## src/design/ccq_pkg.sv

```systemverilog
// ----------------------------------------------------------------------------
// ccq_pkg
// Types and constants shared by the calendar clock and its event queue.
// ----------------------------------------------------------------------------
package ccq_pkg;

  localparam logic [1:0] ACT_TICK = 2'd0;
  localparam logic [1:0] ACT_REL  = 2'd1;
  localparam logic [1:0] ACT_ABS  = 2'd2;
  localparam logic [1:0] ACT_NOP  = 2'd3;

  localparam logic [2:0] K_IDLE  = 3'd0;
  localparam logic [2:0] K_DAY   = 3'd1;
  localparam logic [2:0] K_DUE   = 3'd2;
  localparam logic [2:0] K_QUEUE = 3'd3;
  localparam logic [2:0] K_PAST  = 3'd4;
  localparam logic [2:0] K_FULL  = 3'd5;
  localparam logic [2:0] K_IMM   = 3'd6;

  localparam logic [0:0] REG_TPD  = 1'b0;
  localparam logic [0:0] REG_YEAR = 1'b1;

  typedef struct packed {
    logic [1:0]  action;
    logic [3:0]  month_value;
    logic [7:0]  day_value;
    logic [15:0] year_value;
    logic [7:0]  event_code;
  } in_t;

  typedef struct packed {
    logic [2:0]  kind;
    logic [7:0]  code_out;
    logic [4:0]  day_out;
    logic [3:0]  month_out;
    logic [15:0] year_out;
    logic        last;
  } out_t;

  // queue entry: date key (year, month, day) plus code
  typedef struct packed {
    logic [15:0] year;
    logic [3:0]  month;
    logic [4:0]  day;
    logic [7:0]  code;
  } ev_t;

  // control from sequencer to each cell
  typedef struct packed {
    logic       ins;   // insert key/new entry
    logic       pop;   // shift toward head
  } cell_ctl_t;

  function automatic logic leap(input logic [17:0] y);
    logic [17:0] prod;
    logic        div25;
    // y times the inverse of 25 mod 2^18 is small exactly when 25 divides y
    prod  = 18'(y * 18'h35C29);
    div25 = (prod <= 18'd10485);
    return (y[1:0] == 2'b00) && (!div25 || (y[3:0] == 4'd0));
  endfunction

  function automatic logic [4:0] days_of(input logic [3:0] m, input logic [17:0] y);
    logic [4:0] d;
    unique case (m)
      4'd2:                      d = leap(y) ? 5'd29 : 5'd28;
      4'd4, 4'd6, 4'd9, 4'd11:   d = 5'd30;
      default:                   d = 5'd31;
    endcase
    return d;
  endfunction

endpackage

```

## src/design/ccq_cell.sv

```systemverilog
// ----------------------------------------------------------------------------
// ccq_cell
// One slot of the sorted queue. Inserts in parallel compare; pops shift.
// ----------------------------------------------------------------------------
module ccq_cell
  import ccq_pkg::*;
(
  input  logic      clk,
  input  cell_ctl_t ctl,
  input  logic      occ,       // this slot holds a valid entry
  input  logic      prev_gt,   // previous slot's entry is after the new key
  input  logic      prev_occ,
  input  ev_t       prev_ev,
  input  ev_t       next_ev,
  input  ev_t       new_ev,
  output logic      gt,        // this entry is strictly after the new key
  output ev_t       ev
);

  logic [24:0] key_self, key_new;
  assign key_self = {ev.year, ev.month, ev.day};
  assign key_new  = {new_ev.year, new_ev.month, new_ev.day};
  assign gt = occ && (key_self > key_new);

  always_ff @(posedge clk) begin
    if (ctl.pop) begin
      ev <= next_ev;
    end else if (ctl.ins) begin
      // entries after the key move back one; first such slot takes new
      if (prev_gt && prev_occ) ev <= prev_ev;
      else if (gt || !occ) ev <= new_ev;
    end
  end

endmodule

```

## src/design/calendar_clock_with_date_event_queue.sv

```systemverilog
// ----------------------------------------------------------------------------
// calendar_clock_with_date_event_queue
// Tick counter, Gregorian calendar and a date-sorted event queue.
// ----------------------------------------------------------------------------
// Input transactions (valid/ready) carry a tick or an event request. Each
// produces one or more output transactions; last marks the final one.
// An absolute request, an ignored action or a tick that leaves the date
// alone goes from idle straight to the check state, which emits its result
// once the output is free. A relative request first normalizes its day,
// carrying one month per step, before the check. An advancing tick emits
// the new date, then one due event per cycle from the head cell while the output is free.
// The queue is a row of QUEUE_DEPTH cells; an insert is made by
// a compare in every cell and a shift of later entries.
// One input is worked at a time; ready is low while results remain and
// returns in the cycle the final result is taken.
// The output register holds its value while out_ready is low and the
// sequencer waits. Reset sets the date to 17 Feb 2155, empties the queue
// and clears registers. Config writes go to the write port (index 0
// ticks_per_day, 1 the calendar year, loaded into the date at once).
// ----------------------------------------------------------------------------
module calendar_clock_with_date_event_queue
  import ccq_pkg::*;
#(
  parameter int QUEUE_DEPTH = 16
) (
  input  logic        clk,
  input  logic        rst,
  input  logic        in_valid,
  output logic        in_ready,
  input  in_t         in_data,
  output logic        out_valid,
  input  logic        out_ready,
  output out_t        out_data,
  input  logic        cfg_we,
  input  logic        cfg_index,
  input  logic [23:0] cfg_wdata
);

  localparam int CW = $clog2(QUEUE_DEPTH + 1);

  localparam logic [2:0] S_IDLE = 3'd0;
  localparam logic [2:0] S_NORM = 3'd1;
  localparam logic [2:0] S_CHK  = 3'd2;
  localparam logic [2:0] S_POP  = 3'd3;
  localparam logic [2:0] S_OUT  = 3'd4;

  logic [2:0]  state;
  logic [23:0] ticks_per_day, ticks_left;
  logic [4:0]  cur_day;
  logic [3:0]  cur_month;
  logic [15:0] cur_year;
  logic [CW-1:0] count;
  in_t         req;
  logic [8:0]  wd;
  logic [3:0]  wm;
  logic [17:0] wy;

  ev_t  cev [QUEUE_DEPTH];
  logic cgt [QUEUE_DEPTH];
  logic cocc [QUEUE_DEPTH];
  cell_ctl_t ctl;
  ev_t  new_ev;

  assign new_ev = '{year: wy[15:0], month: wm, day: wd[4:0], code: req.event_code};

  genvar g;
  for (g = 0; g < QUEUE_DEPTH; g++) begin : g_cell
    assign cocc[g] = CW'(g) < count;
    ccq_cell u_cell (
      .clk(clk), .ctl(ctl), .occ(cocc[g]),
      .prev_gt(g == 0 ? 1'b0 : cgt[(g == 0) ? 0 : g-1]),
      .prev_occ(g == 0 ? 1'b0 : cocc[(g == 0) ? 0 : g-1]),
      .prev_ev(cev[(g == 0) ? 0 : g-1]),
      .next_ev(cev[(g == QUEUE_DEPTH-1) ? g : g+1]),
      .new_ev(new_ev), .gt(cgt[g]), .ev(cev[g]));
  end

  logic [24:0] now_key, w_key, head_key, next_key;
  assign now_key  = {cur_year, cur_month, cur_day};
  assign w_key    = {wy[15:0], wm, wd[4:0]};
  assign head_key = {cev[0].year, cev[0].month, cev[0].day};
  assign next_key = {cev[1 % QUEUE_DEPTH].year, cev[1 % QUEUE_DEPTH].month,
                     cev[1 % QUEUE_DEPTH].day};

  logic [4:0] wlen;
  assign wlen = days_of(wm, wy);
  logic [4:0] clen;
  assign clen = days_of(cur_month, {2'b00, cur_year});

  logic out_free;
  assign out_free = !out_valid || out_ready;
  assign in_ready = (state == S_IDLE) && out_free;

  logic is_add, rel_zero, rel_ovf, abs_bad, head_due, next_due;
  assign is_add   = (req.action == ACT_REL) || (req.action == ACT_ABS);
  assign rel_zero = (req.action == ACT_REL) && (req.month_value == '0) &&
                    (req.day_value == '0) && (req.year_value == '0);
  assign rel_ovf  = (req.action == ACT_REL) && (wy[17:16] != 2'b00);
  assign abs_bad  = (req.action == ACT_ABS) && (wm < 4'd1 || wm > 4'd12 ||
                    wd == 9'd0 || wd > 9'(wlen));
  assign head_due = (count != '0) && (head_key <= now_key);
  assign next_due = (count > CW'(1)) && (next_key <= now_key);

  always_comb begin
    ctl = '0;
    if (state == S_CHK && is_add && !rel_zero && out_free && !rel_ovf &&
        !abs_bad && !(w_key < now_key) && count != CW'(QUEUE_DEPTH))
      ctl.ins = 1'b1;
    if (state == S_POP && out_free && head_due)
      ctl.pop = 1'b1;
  end

  always_ff @(posedge clk) begin
    logic [4:0]  mtmp;
    logic [17:0] ytmp;
    out_t        o;
    logic        emit;
    logic [2:0]  nstate;
    if (rst) begin
      state <= S_IDLE; out_valid <= 1'b0;
      ticks_per_day <= '0; ticks_left <= '0;
      cur_day <= 5'd17; cur_month <= 4'd2; cur_year <= 16'd2155;
      count <= '0;
    end else begin
      emit   = 1'b0;
      o      = out_data;
      nstate = state;
      if (cfg_we) begin
        unique case (cfg_index)
          REG_TPD:  ticks_per_day <= cfg_wdata;
          REG_YEAR: cur_year <= cfg_wdata[15:0];
          default: ;
        endcase
      end
      if (ctl.ins) count <= count + 1'b1;
      if (ctl.pop) count <= count - 1'b1;
      unique case (state)
        S_IDLE: if (in_valid && in_ready) begin
          req <= in_data;
          mtmp = 5'(in_data.month_value) + 5'(cur_month) - 5'd1;
          ytmp = 18'(in_data.year_value) + 18'(cur_year);
          if (in_data.action == ACT_REL) begin
            if (mtmp >= 5'd24) begin
              wm <= 4'(mtmp - 5'd24 + 5'd1); wy <= ytmp + 18'd2;
            end else if (mtmp >= 5'd12) begin
              wm <= 4'(mtmp - 5'd12 + 5'd1); wy <= ytmp + 18'd1;
            end else begin
              wm <= 4'(mtmp + 5'd1); wy <= ytmp;
            end
            wd <= 9'(in_data.day_value) + 9'(cur_day);
            nstate = S_NORM;
          end else begin
            wm <= in_data.month_value; wd <= 9'(in_data.day_value);
            wy <= 18'(in_data.year_value);
            nstate = S_CHK;
          end
        end
        S_NORM: begin
          if (wd > 9'(wlen)) begin
            wd <= wd - 9'(wlen);
            if (wm >= 4'd12) begin wm <= 4'd1; wy <= wy + 18'd1; end
            else wm <= wm + 4'd1;
          end else nstate = S_CHK;
        end
        S_CHK: if (out_free) begin
          emit = 1'b1;
          o = '{kind: K_IDLE, code_out: 8'd0, day_out: cur_day,
                month_out: cur_month, year_out: cur_year, last: 1'b1};
          nstate = S_IDLE;
          if (req.action == ACT_TICK) begin
            if (ticks_left > 24'd1) ticks_left <= ticks_left - 24'd1;
            else begin
              ticks_left <= ticks_per_day;
              if (ticks_per_day != '0) begin
                if (cur_day >= clen) begin
                  cur_day <= 5'd1;
                  if (cur_month >= 4'd12) begin
                    cur_month <= 4'd1; cur_year <= cur_year + 16'd1;
                  end else cur_month <= cur_month + 4'd1;
                end else cur_day <= cur_day + 5'd1;
                emit = 1'b0;
                nstate = S_OUT;
              end
            end
          end else if (rel_zero) begin
            o.kind = K_IMM; o.code_out = req.event_code;
          end else if (is_add) begin
            o.day_out = wd[4:0]; o.month_out = wm;
            o.year_out = wy[15:0];
            if (rel_ovf) begin
              o.kind = K_PAST; o.year_out = 16'hFFFF;
            end else if (!ctl.ins) begin
              o.kind = (abs_bad || w_key < now_key) ? K_PAST : K_FULL;
            end else begin
              o.kind = K_QUEUE; o.code_out = req.event_code;
            end
          end
        end
        S_OUT: begin
          // date already advanced; emit it, then scan due events
          emit = 1'b1;
          o = '{kind: K_DAY, code_out: 8'd0, day_out: cur_day,
                month_out: cur_month, year_out: cur_year, last: !head_due};
          nstate = head_due ? S_POP : S_IDLE;
        end
        S_POP: if (out_free) begin
          emit = 1'b1;
          o = '{kind: K_DUE, code_out: cev[0].code, day_out: cev[0].day,
                month_out: cev[0].month, year_out: cev[0].year,
                last: !next_due};
          if (!next_due) nstate = S_IDLE;
        end
        default: nstate = S_IDLE;
      endcase
      state    <= nstate;
      out_data <= o;
      if (emit) out_valid <= 1'b1;
      else if (out_ready) out_valid <= 1'b0;
    end
  end

endmodule

```

## config.mk

```make
export PLATFORM = sky130hd
export DESIGN_NAME = calendar_clock_with_date_event_queue
export DESIGN_NICKNAME = d
export VERILOG_FILES = /design/src/design/ccq_pkg.sv /design/src/design/ccq_cell.sv /design/src/design/calendar_clock_with_date_event_queue.sv
export SDC_FILE = /design/constraint.sdc
export NUM_CORES = 2
export LEC_CHECK = 0
export BUFFER_PORTS_ARGS = -buffer_cell sky130_fd_sc_hd__clkbuf_2
export CAP_MARGIN = 20
export CORE_MARGIN = 4
export CORE_UTILIZATION = 25
export CTS_BUF_LIST = sky130_fd_sc_hd__clkbuf_4
export DETAILED_ROUTE_END_ITERATION = 7
export GPL_ROUTABILITY_DRIVEN = 0
export SETUP_SLACK_MARGIN = 0.05
export SYNTH_ARGS = -nofsm -noshare
export SYNTH_HDL_FRONTEND = slang
export SYNTH_SLANG_ARGS = --single-unit
export TNS_END_PERCENT = 1
```

## constraint.sdc

```tcl
create_clock -name clk -period 26.4 [get_ports clk]
set_clock_uncertainty 0.05 [all_clocks]
set_input_delay 5.28 -clock clk [delete_from_list [all_inputs] [get_ports clk]]
set_output_delay 5.28 -clock clk [all_outputs]
set_load 0.1 [all_outputs]
```

# After elaboration in Yosys (flattened, before gate mapping)
# Cells that the tools add are included.
[totals] ff_bits=716 output_inout_bits=39
[classes] add_sub_neg=20 mul=2 order_cmp=47 eq_ne=25 mux=132 bitwise=4 n_reduce_logical=160
[op_table] op="33-bit two-way mux" count=61
[op_table] op="25-bit > comparator" count=16
[op_table] op="16-bit two-way mux" count=10
[op_table] op="37-bit case mux with 3 select lines" count=1
[op_table] op="18-bit two-way mux" count=6
[op_table] op="37-bit two-way mux" count=2
[op_table] op="36-bit two-way mux" count=2
[op_table] op="1-bit logical AND" count=51
[op_table] op="25-bit less-or-equal comparator" count=2
[op_table] op="3-bit nonzero test" count=15
[op_table] op="4-bit by 5-bit < comparator with 1-bit output, first input constant" count=8
[op_table] op="18-bit by 14-bit less-or-equal comparator with 1-bit output, second input constant" count=2
[op_table] op="18-bit case mux with 2 select lines" count=1
[op_table] op="2-bit AND reduction" count=16
[op_table] op="3-bit two-way mux" count=10
[op_table] op="4-bit two-way mux" count=7
[op_table] op="9-bit two-way mux" count=3
[op_table] op="1-bit logical NOT" count=25
[op_table] op="25-bit < comparator" count=1
[op_table] op="25-bit two-way mux" count=1
[op_table] op="24-bit by 1-bit > comparator with 1-bit output, second input constant" count=1
[op_table] op="1-bit logical OR" count=24
[op_table] op="24-bit two-way mux" count=1
[op_table] op="24-bit nonzero test" count=1
[op_table] op="other kinds (61)" count=123

# Depth between registers and ports, before layout
[depth] depth_word=22 depth_mapped=31

# By module
# From an unflattened synthesis, not the netlist that was laid out.
[hier_totals] hier_cells=5836 hier_area_um2=54952.7
[modules_own_cells] module="ccq_cell (g_cell[0].u_cell ...)" n_inst=15 cells_each=240 area_per_inst_um2=2329.7 seq_area_each_um2=991.0
[modules_own_cells] module="calendar_clock_with_date_event_queue" n_inst=1 cells_each=1997 area_per_inst_um2=17671.9 seq_area_each_um2=4824.6
[modules_own_cells] module="ccq_cell (g_cell[9].u_cell)" n_inst=1 cells_each=239 area_per_inst_um2=2334.7 seq_area_each_um2=991.0

# Least setup slack after synthesis
# OpenSTA, ideal clock, no wires.
[synth_timing] kind="input port to output port" startpoint="input out_ready" endpoint="output in_ready" t_arrival_ns=6.245 slack_ns=14.825 stages=2 path_buffers=0 path_cell_list="nand2b_1 -> and3_1"
[synth_between] elab_chain_cells=2
[synth_lines] element="start: declaration" line_no="calendar_clock_with_date_event_queue.sv:32" source="input logic out_ready,"
[synth_lines] element="1-bit logical OR" line_no="calendar_clock_with_date_event_queue.sv:91" source="assign out_free = !out_valid || out_ready;"
[synth_lines] element="1-bit logical AND" line_no="calendar_clock_with_date_event_queue.sv:92" source="assign in_ready = (state == S_IDLE) && out_free;"
[synth_lines] element="end: declaration" line_no="calendar_clock_with_date_event_queue.sv:29" source="output logic in_ready,"
# No other way between the ends.

# Final worst setup path
# Ends and elaborated chain as after synthesis.

==> impl_metrics.tcl <==
set metrics [dict create \
    status "finished, final reports clean" \
    drc 0 \
    ant_nets 0 \
    synth_xor_area_share_pct 1.69 \
    cts_buffers 197 \
    grt_util_all_layers_pct 14.5 \
    cts.sinks 716 \
    syn-cell-area_um2 52400 \
    worst_pin_slew_ps 1080 \
    start_util_pct 25.2 \
    crit_path_start_kind "primary input" \
    first_global_vias 41400 \
    placed_area_um2 56400 \
    fmax_mhz 86.3 \
    grt_overflow 0 \
    drtIter0Drc 4114 \
    ir_drop_uv 42.4 \
    p_leak_nw 22.0 \
    die_h_um 466 \
    core_region_area_um2 208000 \
    synth_top_area_cell "edfxtp_1" \
    netlist-cell-type-count 87 \
    clkTransAtPathRegs_ps 60 \
    antenna_found_initial 3 \
    critical_path_class "in -> out" \
    ys_seq_elements 716 \
    fin_nets 6235 \
    timing.rr.start "wy[0]" \
    finalHoldViolCount 0 \
    post-route-min-period_ps 11590 \
    area_growth_pct 13.0 \
    avgSynthCellArea_um2 9.86 \
    dr_total_vias 42200 \
    worstSkewPairLatency_ps 1180 \
    die-area_um2 217000 \
    crit_arrival_ps 6260 \
    cp-startpoint "out_ready" \
    grt_pass1_wl_mm 249 \
    synth_fa_ha_area_share_pct 18.3 \
    drive_gt1_share_pct 11.4 \
    holdBufCountCts 0 \
    utilization_pct 28.5 \
    hp-start "ticks_left[14]" \
    slew_headroom_pct 27.9 \
    grt_max_degree 244 \
    synthTopCellsByArea "edfxtp_1, ha_1, mux2i_1" \
    crit_path_end_kind "primary output" \
    wl_per_cell_um 19.4 \
    design_area_um2 59200 \
    synth_top_family_by_area "adder cells" \
    synth.area.mux_share_pct 8.16 \
    yosys_warnings 0 \
    setup_tns_ps 0 \
    dr.pass1.iters 8 \
    synth_edf_count 634 \
    synthTopCellsByCount "nand2_1, ha_1, edfxtp_1" \
    dieWidth_um 466 \
    ios 107 \
    synth.net_count 6110 \
    finalCritPeriodShare_pct 43.9 \
    synth_top_area_share_pct 36.4 \
    wirelength_mm 162 \
    cp.required_ps 21070 \
    synthMostInstantiatedCell "nand2_1" \
    dp_hpwl_mm 120 \
    h-tree-depth 4 \
    port_buffers 106 \
    slew_viol_final 0 \
    postCtsSetupBuffers 0 \
    powerDensity_nw_per_um2 56.0 \
    cts_resized 0 \
    async_flop_share_pct 0 \
    clk_path_buf_depth 3 \
    crit_fanout 5 \
    yosys.area_share.simple_pct 12.9 \
    rows 167 \
    ys.flop_type "edfxtp_1" \
    viasPerCell 5.03 \
    yosysSeqAreaShare_pct 39.5 \
    clockRootBuffer "clkbuf_4" \
    hold_path_class "reg -> reg" \
    synth_compound_area_share_pct 15.3 \
    syn_inst 5311 \
    cts_tree "yes" \
    cap_viol_max_count 0 \
    rsz0062_at_grt "false" \
    setup_viol 0 \
]
## worst max-delay path, cell delays in order
cell and delay (ps):
clkbuf_2 90, nand2b_1 210, and3_1 210, clkbuf_2 460
## power breakdown
| part | switching [mW] | internal [mW] | total [mW] |
|---|---|---|---|
| Clock | 0.509 | 0.545 | 1.05 |
| Sequential | 0.0358 | 1.28 | 1.32 |
| Combinational | 0.563 | 0.376 | 0.939 |
| Total | 1.11 | 2.21 | 3.31 |
## per-layer routing
metal,routed length (um),track usage [%],vias to the layer above
li1,-,-,20000
met2,72300,22.8,1646
met3,10900,2.18,343
met1,72100,19.6,20200
met5,0,0,-
met4,7110,6.89,0
## registers in the layout, summed over array words and instances (netlist names), 5 cells and up
signal            cells
count                 5
cur_day               5
cur_year             16
g_cell.u_cell.ev    528
new_ev                8
out_data             37
req                  30
ticks_left           24
ticks_per_day        24
wd                    9
wy                   18
## path summary, 6_finish.rpt
kind	end	slack, ps	cells past startpoint
worst max-delay path	in_ready	14810	4
worst min-delay path	ticks_left[14]	420	2
worst max register to register	g_cell[11].u_cell.ev[0]	16780	30
worst min register to register	ticks_left[14]	420	2
## placed cells by master (no fill, tap or decap), drive strengths merged, types with 18 or more instances in the layout
cell type / instances
fa: 58
xnor2: 68
nand2b: 25
xor2: 33
nand2: 729
nor2b: 65
inv: 242
nor3: 80
and3: 26
mux2: 33
buf: 120
nand4: 111
nor2: 176
nand3: 164
clkinv: 46
ha: 673
o21ai: 590
dfxtp: 82
a21oi: 269
a21o: 140
o211ai: 107
edfxtp: 634
o21a: 38
a211oi: 33
clkbuf: 405
mux2i: 390
nor4: 36
a31oi: 18
## stage by stage
stage	setup WS (ps)	hold WS, ps	std cells	power, mW
CTS	14830	424	8374	3.33
global route	14760	452	8387	3.51
floorplan	14830	395	5311	2.01
detailed placement	14840	416	8018	2.27
global placement	14870	410	8013	2.24
finish	14810	422	8389	3.31
## layout make-up
type	instances	area, um^2
clock buffer	300	2250
sequential	716	20700
timing repair buffer	225	1660
fill	21800	149000
clock inverter	56	314
antenna	8	20.0
multi-input combinational	4059	29900
tap	2788	3490
inverter	237	890
## cells by family after synthesis
| group | Yosys count |
|---|---|
| adder cells (fa/ha/maj) | 732 |
| buffers and inverters | 536 |
| multiplexers | 423 |
| AND/OR/NAND/NOR | 1472 |
| XOR/XNOR | 101 |
| flip-flops | 716 |
| AO/OA/AOI/OAI | 1331 |
(Power assumes the default switching activity.)
